--- src/rtl/core/multi_channel_health_watchdog_macros.svh ---
// ----------------------------------------------------------------------------
// Assertion macros for the health watchdog.
// Both macros expect clk and rst to be visible at the place of use.
// ----------------------------------------------------------------------------
`ifndef MULTI_CHANNEL_HEALTH_WATCHDOG_MACROS_SVH
`define MULTI_CHANNEL_HEALTH_WATCHDOG_MACROS_SVH
`ifndef SYNTH
`define MCHW_ASSERT(label, prop) \
  label: assert property (@(posedge clk) disable iff (rst) (prop)) \
    else $error("watchdog assertion failed");
`define MCHW_ASSERT_IMPL(label, ante, cons) \
  label: assert property (@(posedge clk) disable iff (rst) (ante) |-> (cons)) \
    else $error("watchdog implication failed");
`else
`define MCHW_ASSERT(label, prop)
`define MCHW_ASSERT_IMPL(label, ante, cons)
`endif
`endif

--- src/rtl/core/mchw_pkg.sv ---
// ----------------------------------------------------------------------------
// Health watchdog package
// Types, codes and constants shared by the watchdog files.
// ----------------------------------------------------------------------------
package mchw_pkg;

  localparam int NUM_CHANNELS = 7;
  localparam int IDX_W = $clog2(NUM_CHANNELS);

  // Event codes carried in the func field.
  localparam logic [3:0] FN_HEALTHY = 4'd0;
  localparam logic [3:0] FN_BUSY    = 4'd1;
  localparam logic [3:0] FN_IDLE    = 4'd2;
  localparam logic [3:0] FN_ENABLE  = 4'd3;
  localparam logic [3:0] FN_DISABLE = 4'd4;
  localparam logic [3:0] FN_SUSPEND = 4'd5;
  localparam logic [3:0] FN_RESUME  = 4'd6;
  localparam logic [3:0] FN_CHECK   = 4'd7;
  localparam logic [3:0] FN_START   = 4'd8;
  localparam logic [3:0] FN_SET_TMO = 4'd9;

  // Warning action codes.
  localparam logic [1:0] ACT_WARN     = 2'd0;
  localparam logic [1:0] ACT_DEFERRED = 2'd1;
  localparam logic [1:0] ACT_RESTART  = 2'd2;
  localparam logic [1:0] ACT_REBOOT   = 2'd3;

  // Configuration register indexes.
  localparam logic [1:0] REG_WARN_INTERVAL = 2'd0;
  localparam logic [1:0] REG_REBOOT_AFTER  = 2'd1;
  localparam logic [1:0] REG_RECOVERY      = 2'd2;

  localparam logic [31:0] WARN_INTERVAL_RST = 32'd60000;
  localparam logic [31:0] REBOOT_AFTER_RST  = 32'd900000;
  localparam logic [7:0]  DEPTH_MAX         = 8'd255;

  typedef struct packed {
    logic [3:0]  func;
    logic [2:0]  subsystem;
    logic [31:0] now_ms;
    logic        wifi_connected;
    logic        mqtt_connected;
    logic [6:0]  recovery_ok_mask;
    logic [31:0] timeout_value_ms;
  } in_item_t;

  typedef struct packed {
    logic        kind;
    logic [1:0]  action;
    logic [2:0]  channel;
    logic [31:0] age_ms;
    logic [31:0] warning_total;
    logic [31:0] recovery_total;
    logic        guard_active;
    logic        feed_task_wdt;
    logic        any_overdue;
    logic        last;
  } out_item_t;

  // One channel's record as held in the state memory.
  typedef struct packed {
    logic [31:0] lht;
    logic [31:0] fot;
    logic [31:0] lwt;
    logic [31:0] wcnt;
    logic [31:0] rcnt;
    logic [31:0] tmo;
    logic        busy;
    logic        en;
    logic        ovd;
    logic        warned;
  } chan_rec_t;

  // Timeout a channel holds after reset.
  function automatic logic [31:0] default_timeout(input logic [IDX_W-1:0] idx);
    logic [31:0] t;
    case (idx)
      IDX_W'(0): t = 32'd120000;
      IDX_W'(1): t = 32'd180000;
      IDX_W'(2): t = 32'd180000;
      IDX_W'(3): t = 32'd600000;
      IDX_W'(4): t = 32'd300000;
      IDX_W'(5): t = 32'd300000;
      default:   t = 32'd30000;
    endcase
    return t;
  endfunction

endpackage

--- src/rtl/core/mchw_if.sv ---
// ----------------------------------------------------------------------------
// Watchdog stream interfaces
// Valid/ready channels for input items and result items.
// ----------------------------------------------------------------------------
interface mchw_in_if;
  logic               valid;
  logic               ready;
  mchw_pkg::in_item_t data;
  modport source (output valid, output data, input ready);
  modport sink (input valid, input data, output ready);
endinterface

interface mchw_out_if;
  logic                valid;
  logic                ready;
  mchw_pkg::out_item_t data;
  modport source (output valid, output data, input ready);
  modport sink (input valid, input data, output ready);
endinterface

--- src/rtl/core/multi_channel_health_watchdog.sv ---
// ----------------------------------------------------------------------------
// Multi-channel health watchdog
// Heartbeat watchdog over seven channels with per-channel records in RAM.
// ----------------------------------------------------------------------------
// Items enter on req and results leave on rsp, both valid/ready; a transfer
// happens when valid and ready are high at a clock edge. Registers are
// written through cfg_we, cfg_index and cfg_data.
// Every item sweeps the channel records in the state memory: a read state and
// a read-modify-write state per channel, plus an emit step per warning result
// while the output register is free, then the closing status result. The
// next item is taken once the status has been loaded, even while it still
// waits on rsp. After reset the block writes default records into the memory,
// one per channel in the clearing state, before it takes its first item. When
// the receiver stalls, the sweep holds at the pending warning and resumes once
// the output is free.
// ----------------------------------------------------------------------------
module multi_channel_health_watchdog (
  input  logic        clk,
  input  logic        rst,
  mchw_in_if.sink     req,
  mchw_out_if.source  rsp,
  input  logic        cfg_we,
  input  logic [1:0]  cfg_index,
  input  logic [31:0] cfg_data
);
  import mchw_pkg::*;
  `include "multi_channel_health_watchdog_macros.svh"

  localparam logic [2:0] S_CLR  = 3'd0;
  localparam logic [2:0] S_IDLE = 3'd1;
  localparam logic [2:0] S_RD   = 3'd2;
  localparam logic [2:0] S_PROC = 3'd3;
  localparam logic [2:0] S_EMIT = 3'd4;
  localparam logic [2:0] S_STAT = 3'd5;
  localparam logic [IDX_W-1:0] IDX_LAST = IDX_W'(NUM_CHANNELS - 1);

  logic [2:0]       state;
  logic [IDX_W-1:0] idx;
  in_item_t         itm;
  logic             do_st;
  logic [7:0]       depth;
  logic             started;
  logic             any;
  logic             rebooted;
  logic [31:0]      warn_interval;
  logic [31:0]      reboot_after;
  logic             recovery_present;
  out_item_t        pend0, pend1;
  logic [1:0]       pend_cnt;

  chan_rec_t rd_rec, wr_rec, clr_rec, upd;
  logic      we;
  logic      w1, w2;
  out_item_t r1, r2, stat;
  logic      slot_free, accept, load;
  out_item_t load_data;

  assign slot_free  = !rsp.valid || rsp.ready;
  assign req.ready  = (state == S_IDLE);
  assign accept     = req.valid && req.ready;

  // Channel record memory.
  mchw_ram #(.WIDTH($bits(chan_rec_t)), .DEPTH(NUM_CHANNELS)) u_ram (
    .clk   (clk),
    .we    (we),
    .waddr (idx),
    .wdata (wr_rec),
    .raddr (idx),
    .rdata (rd_rec)
  );

  // Default record written during the clearing pass.
  always_comb begin
    clr_rec        = '0;
    clr_rec.en     = 1'b1;
    clr_rec.tmo    = default_timeout(idx);
  end

  // Per-channel update of the record read back from memory.
  always_comb begin
    logic hit;
    logic rec;
    logic [1:0] act1;
    upd  = rd_rec;
    w1   = 1'b0;
    w2   = 1'b0;
    act1 = ACT_WARN;
    rec  = 1'b0;
    hit  = (32'(itm.subsystem) < 32'(NUM_CHANNELS)) &&
           (32'(itm.subsystem) == 32'(idx));
    case (itm.func)
      FN_HEALTHY, FN_BUSY, FN_IDLE, FN_ENABLE: begin
        if (hit) begin
          if (itm.func == FN_BUSY || itm.func == FN_IDLE) begin
            upd.busy = (itm.func == FN_BUSY);
          end
          if (itm.func == FN_ENABLE) begin
            upd.en = 1'b1;
          end
          upd.lht = itm.now_ms;
          upd.fot = '0;
          upd.ovd = 1'b0;
        end
      end
      FN_DISABLE: begin
        if (hit) begin
          upd.en   = 1'b0;
          upd.fot  = '0;
          upd.ovd  = 1'b0;
          upd.busy = 1'b0;
        end
      end
      FN_RESUME: begin
        if (depth == 8'd0 && upd.busy) begin
          upd.lht = itm.now_ms;
        end
      end
      FN_START, FN_CHECK: begin
        if (do_st) begin
          upd.lht    = itm.now_ms;
          upd.fot    = '0;
          upd.lwt    = '0;
          upd.warned = 1'b0;
          upd.wcnt   = '0;
          upd.rcnt   = '0;
          upd.busy   = 1'b0;
          upd.ovd    = 1'b0;
        end
        if (itm.func == FN_CHECK) begin
          // Link flags count as heartbeats of the first two channels.
          if ((itm.wifi_connected && idx == IDX_W'(0)) ||
              (itm.mqtt_connected && idx == IDX_W'(1))) begin
            upd.lht = itm.now_ms;
            upd.fot = '0;
            upd.ovd = 1'b0;
          end
          // Overdue scan, skipped for channels after a reboot request.
          if (!rebooted && upd.en && !upd.busy &&
              (itm.now_ms - upd.lht) > upd.tmo) begin
            if (!upd.ovd) begin
              upd.fot = itm.now_ms;
            end
            upd.ovd = 1'b1;
            if (!upd.warned || (itm.now_ms - upd.lwt) >= warn_interval) begin
              upd.lwt    = itm.now_ms;
              upd.warned = 1'b1;
              upd.wcnt   = upd.wcnt + 32'd1;
              w1         = 1'b1;
              rec = (depth == 8'd0) && recovery_present &&
                    (32'(idx) < 32'd7) && itm.recovery_ok_mask[idx];
              if (rec) begin
                upd.rcnt = upd.rcnt + 32'd1;
                upd.lht  = itm.now_ms;
                upd.fot  = '0;
                upd.ovd  = 1'b0;
                act1     = ACT_RESTART;
              end else begin
                act1 = (depth != 8'd0) ? ACT_DEFERRED : ACT_WARN;
              end
            end
            if (depth == 8'd0 && upd.ovd &&
                (itm.now_ms - upd.fot) >= reboot_after) begin
              w2 = 1'b1;
            end
          end
        end
      end
      FN_SET_TMO: begin
        if (hit) begin
          upd.tmo = itm.timeout_value_ms;
        end
      end
      default: begin
      end
    endcase

    r1                = '0;
    r1.kind           = 1'b1;
    r1.action         = act1;
    r1.channel        = 3'(idx);
    r1.age_ms         = itm.now_ms - upd.lht;
    r1.warning_total  = upd.wcnt;
    r1.recovery_total = upd.rcnt;
    r1.guard_active   = (depth != 8'd0);
    r2                = r1;
    r2.action         = ACT_REBOOT;
  end

  assign we     = (state == S_CLR) || (state == S_PROC);
  assign wr_rec = (state == S_CLR) ? clr_rec : upd;

  // Closing status result.
  always_comb begin
    stat            = '0;
    stat.guard_active = (depth != 8'd0);
    stat.any_overdue = any;
    stat.last       = 1'b1;
    case (itm.func)
      FN_SUSPEND: stat.feed_task_wdt = started;
      FN_RESUME:  stat.feed_task_wdt = started && (depth == 8'd0);
      FN_CHECK:   stat.feed_task_wdt = !rebooted && (!any || depth != 8'd0);
      default:    stat.feed_task_wdt = 1'b0;
    endcase
  end

  assign load      = slot_free && ((state == S_EMIT) || (state == S_STAT));
  assign load_data = (state == S_STAT) ? stat : pend0;

  // Output register.
  always_ff @(posedge clk) begin
    if (rst) begin
      rsp.valid <= 1'b0;
    end else if (load) begin
      rsp.valid <= 1'b1;
    end else if (rsp.ready) begin
      rsp.valid <= 1'b0;
    end
    if (load) begin
      rsp.data <= load_data;
    end
  end

  // Configuration registers.
  always_ff @(posedge clk) begin
    if (rst) begin
      warn_interval    <= WARN_INTERVAL_RST;
      reboot_after     <= REBOOT_AFTER_RST;
      recovery_present <= 1'b0;
    end else if (cfg_we) begin
      case (cfg_index)
        REG_WARN_INTERVAL: warn_interval    <= cfg_data;
        REG_REBOOT_AFTER:  reboot_after     <= cfg_data;
        REG_RECOVERY:      recovery_present <= cfg_data[0];
        default: begin
        end
      endcase
    end
  end

  // Sequencer over the channel records.
  always_ff @(posedge clk) begin
    if (rst) begin
      state    <= S_CLR;
      idx      <= '0;
      depth    <= '0;
      started  <= 1'b0;
      any      <= 1'b0;
      rebooted <= 1'b0;
      pend_cnt <= '0;
      do_st    <= 1'b0;
    end else begin
      case (state)
        S_CLR: begin
          if (idx == IDX_LAST) begin
            idx   <= '0;
            state <= S_IDLE;
          end else begin
            idx <= idx + IDX_W'(1);
          end
        end
        S_IDLE: begin
          if (accept) begin
            itm      <= req.data;
            idx      <= '0;
            any      <= 1'b0;
            rebooted <= 1'b0;
            do_st    <= (req.data.func == FN_START) ||
                        (req.data.func == FN_CHECK && !started);
            if (req.data.func == FN_START || req.data.func == FN_CHECK) begin
              started <= 1'b1;
            end
            if (req.data.func == FN_SUSPEND && depth != DEPTH_MAX) begin
              depth <= depth + 8'd1;
            end
            if (req.data.func == FN_RESUME && depth != 8'd0) begin
              depth <= depth - 8'd1;
            end
            state <= S_RD;
          end
        end
        S_RD: begin
          state <= S_PROC;
        end
        S_PROC: begin
          if (w1 || w2) begin
            any <= 1'b1;
          end else if (itm.func == FN_CHECK && !rebooted && upd.ovd &&
                       !rd_rec.busy && upd.en && upd.ovd != rd_rec.ovd) begin
            any <= 1'b1;
          end else if (itm.func == FN_CHECK && !rebooted && upd.ovd &&
                       (upd.fot == itm.now_ms || rd_rec.ovd) && upd.en &&
                       !upd.busy && (itm.now_ms - upd.lht) > upd.tmo) begin
            any <= 1'b1;
          end
          if (w2) begin
            rebooted <= 1'b1;
          end
          pend0    <= w1 ? r1 : r2;
          pend1    <= r2;
          pend_cnt <= 2'(w1) + 2'(w2);
          if (w1 || w2) begin
            state <= S_EMIT;
          end else if (idx == IDX_LAST) begin
            state <= S_STAT;
          end else begin
            idx   <= idx + IDX_W'(1);
            state <= S_RD;
          end
        end
        S_EMIT: begin
          if (slot_free) begin
            pend0    <= pend1;
            pend_cnt <= pend_cnt - 2'd1;
            if (pend_cnt == 2'd1) begin
              if (idx == IDX_LAST) begin
                state <= S_STAT;
              end else begin
                idx   <= idx + IDX_W'(1);
                state <= S_RD;
              end
            end
          end
        end
        S_STAT: begin
          if (slot_free) begin
            state <= S_IDLE;
          end
        end
        default: begin
          state <= S_IDLE;
        end
      endcase
    end
  end

  // Checks on the sequencer.
  `MCHW_ASSERT_IMPL(a_write_states, we, (state == S_CLR || state == S_PROC))
  `MCHW_ASSERT(a_pend_bound, (pend_cnt <= 2'd2))
  `MCHW_ASSERT_IMPL(a_emit_pending, (state == S_EMIT), (pend_cnt != 2'd0))
  `MCHW_ASSERT_IMPL(a_status_ends, (load && state == S_STAT),
                    (load_data.last && !load_data.kind))
endmodule

--- src/rtl/core/mchw_ram.sv ---
// ----------------------------------------------------------------------------
// Generic RAM
// One write port and one read port with registered read data.
// ----------------------------------------------------------------------------
module mchw_ram #(
  parameter int WIDTH = 8,
  parameter int DEPTH = 8
) (
  input  logic                                     clk,
  input  logic                                     we,
  input  logic [((DEPTH > 1) ? $clog2(DEPTH) : 1)-1:0] waddr,
  input  logic [WIDTH-1:0]                         wdata,
  input  logic [((DEPTH > 1) ? $clog2(DEPTH) : 1)-1:0] raddr,
  output logic [WIDTH-1:0]                         rdata
);
  logic [WIDTH-1:0] mem [DEPTH];

  // Write port and registered read port.
  always_ff @(posedge clk) begin
    if (we) begin
      mem[waddr] <= wdata;
    end
    rdata <= mem[raddr];
  end
endmodule

--- src/flat_wrapper.sv ---
// flat-port wrapper written by rule: the top's interface ports become plain ports
module multi_channel_health_watchdog_flat import mchw_pkg::*;
  (clk, rst, cfg_we, cfg_index, cfg_data, req_valid, req_data, req_ready, rsp_valid, rsp_data, rsp_ready);
  mchw_in_if req_i ();
  mchw_out_if rsp_i ();
  input  logic clk;
  input  logic rst;
  input  logic cfg_we;
  input  logic [1:0] cfg_index;
  input  logic [31:0] cfg_data;
  input wire logic [$bits(req_i.valid)-1:0] req_valid;
  input wire logic [$bits(req_i.data)-1:0] req_data;
  output wire logic [$bits(req_i.ready)-1:0] req_ready;
  output wire logic [$bits(rsp_i.valid)-1:0] rsp_valid;
  output wire logic [$bits(rsp_i.data)-1:0] rsp_data;
  input wire logic [$bits(rsp_i.ready)-1:0] rsp_ready;
  assign req_i.valid = req_valid;
  assign req_i.data = req_data;
  assign req_ready = req_i.ready;
  assign rsp_valid = rsp_i.valid;
  assign rsp_data = rsp_i.data;
  assign rsp_i.ready = rsp_ready;
  multi_channel_health_watchdog u_core (.clk(clk), .rst(rst), .req(req_i), .rsp(rsp_i), .cfg_we(cfg_we), .cfg_index(cfg_index), .cfg_data(cfg_data));
endmodule
--- config.mk ---
export PLATFORM = sky130hd
export DESIGN_NAME = multi_channel_health_watchdog_flat
export DESIGN_NICKNAME = d
export VERILOG_FILES = /design/src/rtl/core/mchw_pkg.sv /design/src/rtl/core/mchw_if.sv /design/src/rtl/core/multi_channel_health_watchdog.sv /design/src/rtl/core/mchw_ram.sv /design/src/flat_wrapper.sv
export VERILOG_INCLUDE_DIRS = /design/src /design/src/rtl/core
export SDC_FILE = /design/constraint.sdc
export NUM_CORES = 2
export LEC_CHECK = 0
export BUFFER_PORTS_ARGS = -buffer_cell sky130_fd_sc_hd__buf_2
export CAP_MARGIN = 20
export CORE_ASPECT_RATIO = 0.7
export CORE_UTILIZATION = 30
export DETAILED_ROUTE_END_ITERATION = 12
export PLACE_DENSITY = 0.48
export SETUP_SLACK_MARGIN = 0.5
export SLEW_MARGIN = 5
export SYNTH_ARGS = -nofsm -noshare
export SYNTH_HDL_FRONTEND = slang
export SYNTH_SLANG_ARGS = --single-unit
--- constraint.sdc ---
create_clock -name clk -period 16 [get_ports clk]
set_clock_uncertainty 0.1 [all_clocks]
set_input_delay 3.2 -clock clk [delete_from_list [all_inputs] [get_ports clk]]
set_output_delay 3.2 -clock clk [all_outputs]
set_load 0.01 [all_outputs]
==> out/metrics.cfg <==
[worst_setup_path]
critPathCaptureType=flip-flop
cp_slowest_stage_delay_ps=920
rrSetupSlack_ps=1720
arrival_ps=14880
critPathKind=flip-flop to flip-flop
cp-endpoint=u_core.any$_SDFFE_PP0P_
r2r_start=u_core.idx[1]$_SDFFE_PP0P_
startpoint=u_core.idx[1]$_SDFFE_PP0P_
crit_path_start_kind=flip-flop
rr_worst_depth=47
timing.rr.end=u_core.any$_SDFFE_PP0P_
slowest_stage=o311ai_0
crit_path_frequent_cell=ha_1
worstPathMaxFanout=41
required_ps=16600

[grt]
grt_max_degree=121
grt_pass1_wl_um=434200
first_global_vias=55850
grt_use_total_pct=20.26
overflow=0
antenna_found_initial=40

[power]
p_int_mw=12.60
vdd_ir_drop_max_uv=165.1
power_leakage_nw=36.07
pwr-share-comb_pct=35.8
power_density_nw_per_um2=197.4
clkPwrFrac_pct=24.5
switching_share_pct=37.46
p_seq_share_pct=39.7
p_switching_mw=7.547

[place]
port_buffers=226
dp_hpwl_um=198300
place.gp.congestion=0.9148
place_ws_ps=2011

[sta]
finalSetupTns_ps=0
slew_headroom_pct=22.19
hold_slack_ps=294.6
drv_slew=0
timing.fmax_ghz=0.07002
setup_slack_ps=1719
hold_viol=0
post-route-period-util_pct=89.26
period_minus_slack_ps=14280
setup_viol=0
worstMarginPinSlew_ps=1167
rsz0062_at_grt=false

[die]
rows=166
dieArea_sq_um=298100
dieWidth_um=652.1
core_sq_um=293300
initial_core_util_pct=30.26
io_pins=227
die_h_um=457.1

[clocking]
cts_buffers=212
cts_root_buf=clkbuf_16
postCtsSetupBuffers=0
cts.sinks=2042
cts_hold_buf=0
htree_levels=4
worstSkewPairLatency_ps=920
clk_path_buf_depth=4
cts_resized=0
cts_tree=done
clk_pin_slew_ps=60

[cells_and_area]
nNetsFinal=7415
area_growth_pct=14.97
drive_gt1_share_pct=12.58

[routing]
drc=0
ant_nets=0
dr.pass1.iters=7
vias=58630
wl_um=311000
drt-wirelength-per-cell_um=27.89
viasPerCell=5.257
drt-initial-drc-count=7160

[logic_synthesis]
synth_area_sq_um=88750
synth_top_area_share_pct=59.55
synth_nets=7164
synthTopCellsByArea=edfxtp_1 60%, dfxtp_1 6.4%, mux2i_1 3.9%
synth_edf_count=1760
synthTopCellsByCount=1760 x edfxtp_1, 690 x nor2_1, 525 x a21oi_1
synth_area_per_cell_sq_um=13.11
yosysMostFrequentCell=edfxtp_1
syn-instance-count=6772
ys_ff_latch=2042
yosys_warnings=0
postSynth.asyncResetShare_pct=0
seq_area_frac_synth_pct=65.91
ys_types=84
ys.flop_type=edfxtp_1
synth_top_cell_by_area=edfxtp_1

[status]
status=finished, final reports clean

[run]
maxCapViolations=0

[min_path]
hold_class=flip-flop to flip-flop

per-layer routing:
metal  GRT usage (%)  vias to the layer above  wire length (um)
li1                -                    26020                 -
met1           30.72                    29950            147400
met4           4.333                        8              6383
met3           3.563                      367             24600
met2           30.01                     2284            132600
met5               0                        -                53
kinds of logic after synthesis:
kind of cell / share of synthesized area (%)
DFF: 65.91
xor gates and xnor gates: 1.727
and+or+nand+nor: 8.656
adders and majority gates: 3.891
AOI/OAI and AO/OA: 11.63
buffers and inverters: 2.391
muxes: 5.790
registers in the layout (all words and copies together) (netlist names), 32 cells and up:
signal	flops
u_core.pend0	102
u_core.u_ram.rdata	196
u_core.pend1	100
u_core.itm	80
u_core.reboot_after	32
u_core.u_ram.mem	1372
u_core.warn_interval	32
u_core.rsp.data	106
cell type report:
type,instances,area [sq um]
Fill cell,28480,191200
Antenna cell,9,22.52
Sequential cell,2042,58510
Tap cell,3948,4940
Clock inverter,89,860.8
Inverter,200,754.5
Timing Repair Buffer,399,2557
Clock buffer,298,5962
Multi-Input combinational cell,4168,28430
worst max-delay path, delay by kind of cell, from the launching register on:
family / cells / cell delay [ps]
buf+inv: 3 / 1350
flops: 1 / 810
xor+xnor: 1 / 90
mux: 1 / 260
compound gates: 22 / 6180
fa+ha+maj: 5 / 1740
simple gates: 15 / 3490
per-stage QoR:
stage | area (sq um) | cells | util [%] | total power [mW]
after global routing | 102000 | 11150 | 34.79 | 21.12
after CTS | 102000 | 11140 | 34.77 | 20.23
after detailed placement | 95160 | 10750 | 32.45 | 15.26
after floorplan | 88770 | 6772 | - | 12.58
final | 102000 | 11150 | 34.79 | 20.15
after global placement | 95140 | 10750 | 32.44 | 15.18
power by group through the flow:
| stage | Sequential, mW | Combinational (mW) | Clock, mW |
|---|---|---|---|
| floorplan | 8.07 | 4.51 | 0 |
| global placement | 8.07 | 7.11 | 0 |
| detailed placement | 8.09 | 7.16 | 0 |
| CTS | 7.99 | 7.20 | 5.04 |
| global route | 8.08 | 7.81 | 5.23 |
| finish | 8.00 | 7.21 | 4.93 |
how the worst min path moves through the flow:
| stage | slack [ps] | startpoint | to | cells past startpoint |
|---|---|---|---|---|
| 2_1_floorplan | 310 | u_core.idx[2]$_SDFFE_PP0P_ | u_core.pend1[102]$_DFFE_PP_ | 0 |
| 3_3_place_gp | 340 | u_core.reboot_after[10]$_SDFFE_PP0P_ | u_core.reboot_after[10]$_SDFFE_PP0P_ | 2 |
| 3_5_place_dp | 350 | u_core.reboot_after[25]$_SDFFE_PP0P_ | u_core.reboot_after[25]$_SDFFE_PP0P_ | 2 |
| 4_1_cts | 300 | u_core.u_ram.mem[2][69]$_DFFE_PP_ | u_core.u_ram.rdata[69]$_DFF_P_ | 2 |
| 5_1_grt | 330 | u_core.u_ram.mem[2][156]$_DFFE_PP_ | u_core.u_ram.rdata[156]$_DFF_P_ | 2 |
| 6_report | 290 | u_core.u_ram.mem[2][69]$_DFFE_PP_ | u_core.u_ram.rdata[69]$_DFF_P_ | 2 |
layout by cell type (no fill, tap or decap), types with 43 or more instances in the layout:
cell type,count
a21o_1,67
a21oi_1,522
a22o_1,209
a22oi_1,122
and2_1,135
buf_2,226
buf_4,161
clkbuf_1,56
clkbuf_16,215
clkinv_2,43
dfxtp_1,278
edfxtp_1,1760
ha_1,268
inv_1,196
mux2_2,67
mux2i_1,348
nand2_1,449
nand3_1,105
nand4_1,60
nor2_1,674
o21ai_0,283
o221ai_1,45
xnor2_1,135
Note: power is estimated with default switching activity, not from simulation.
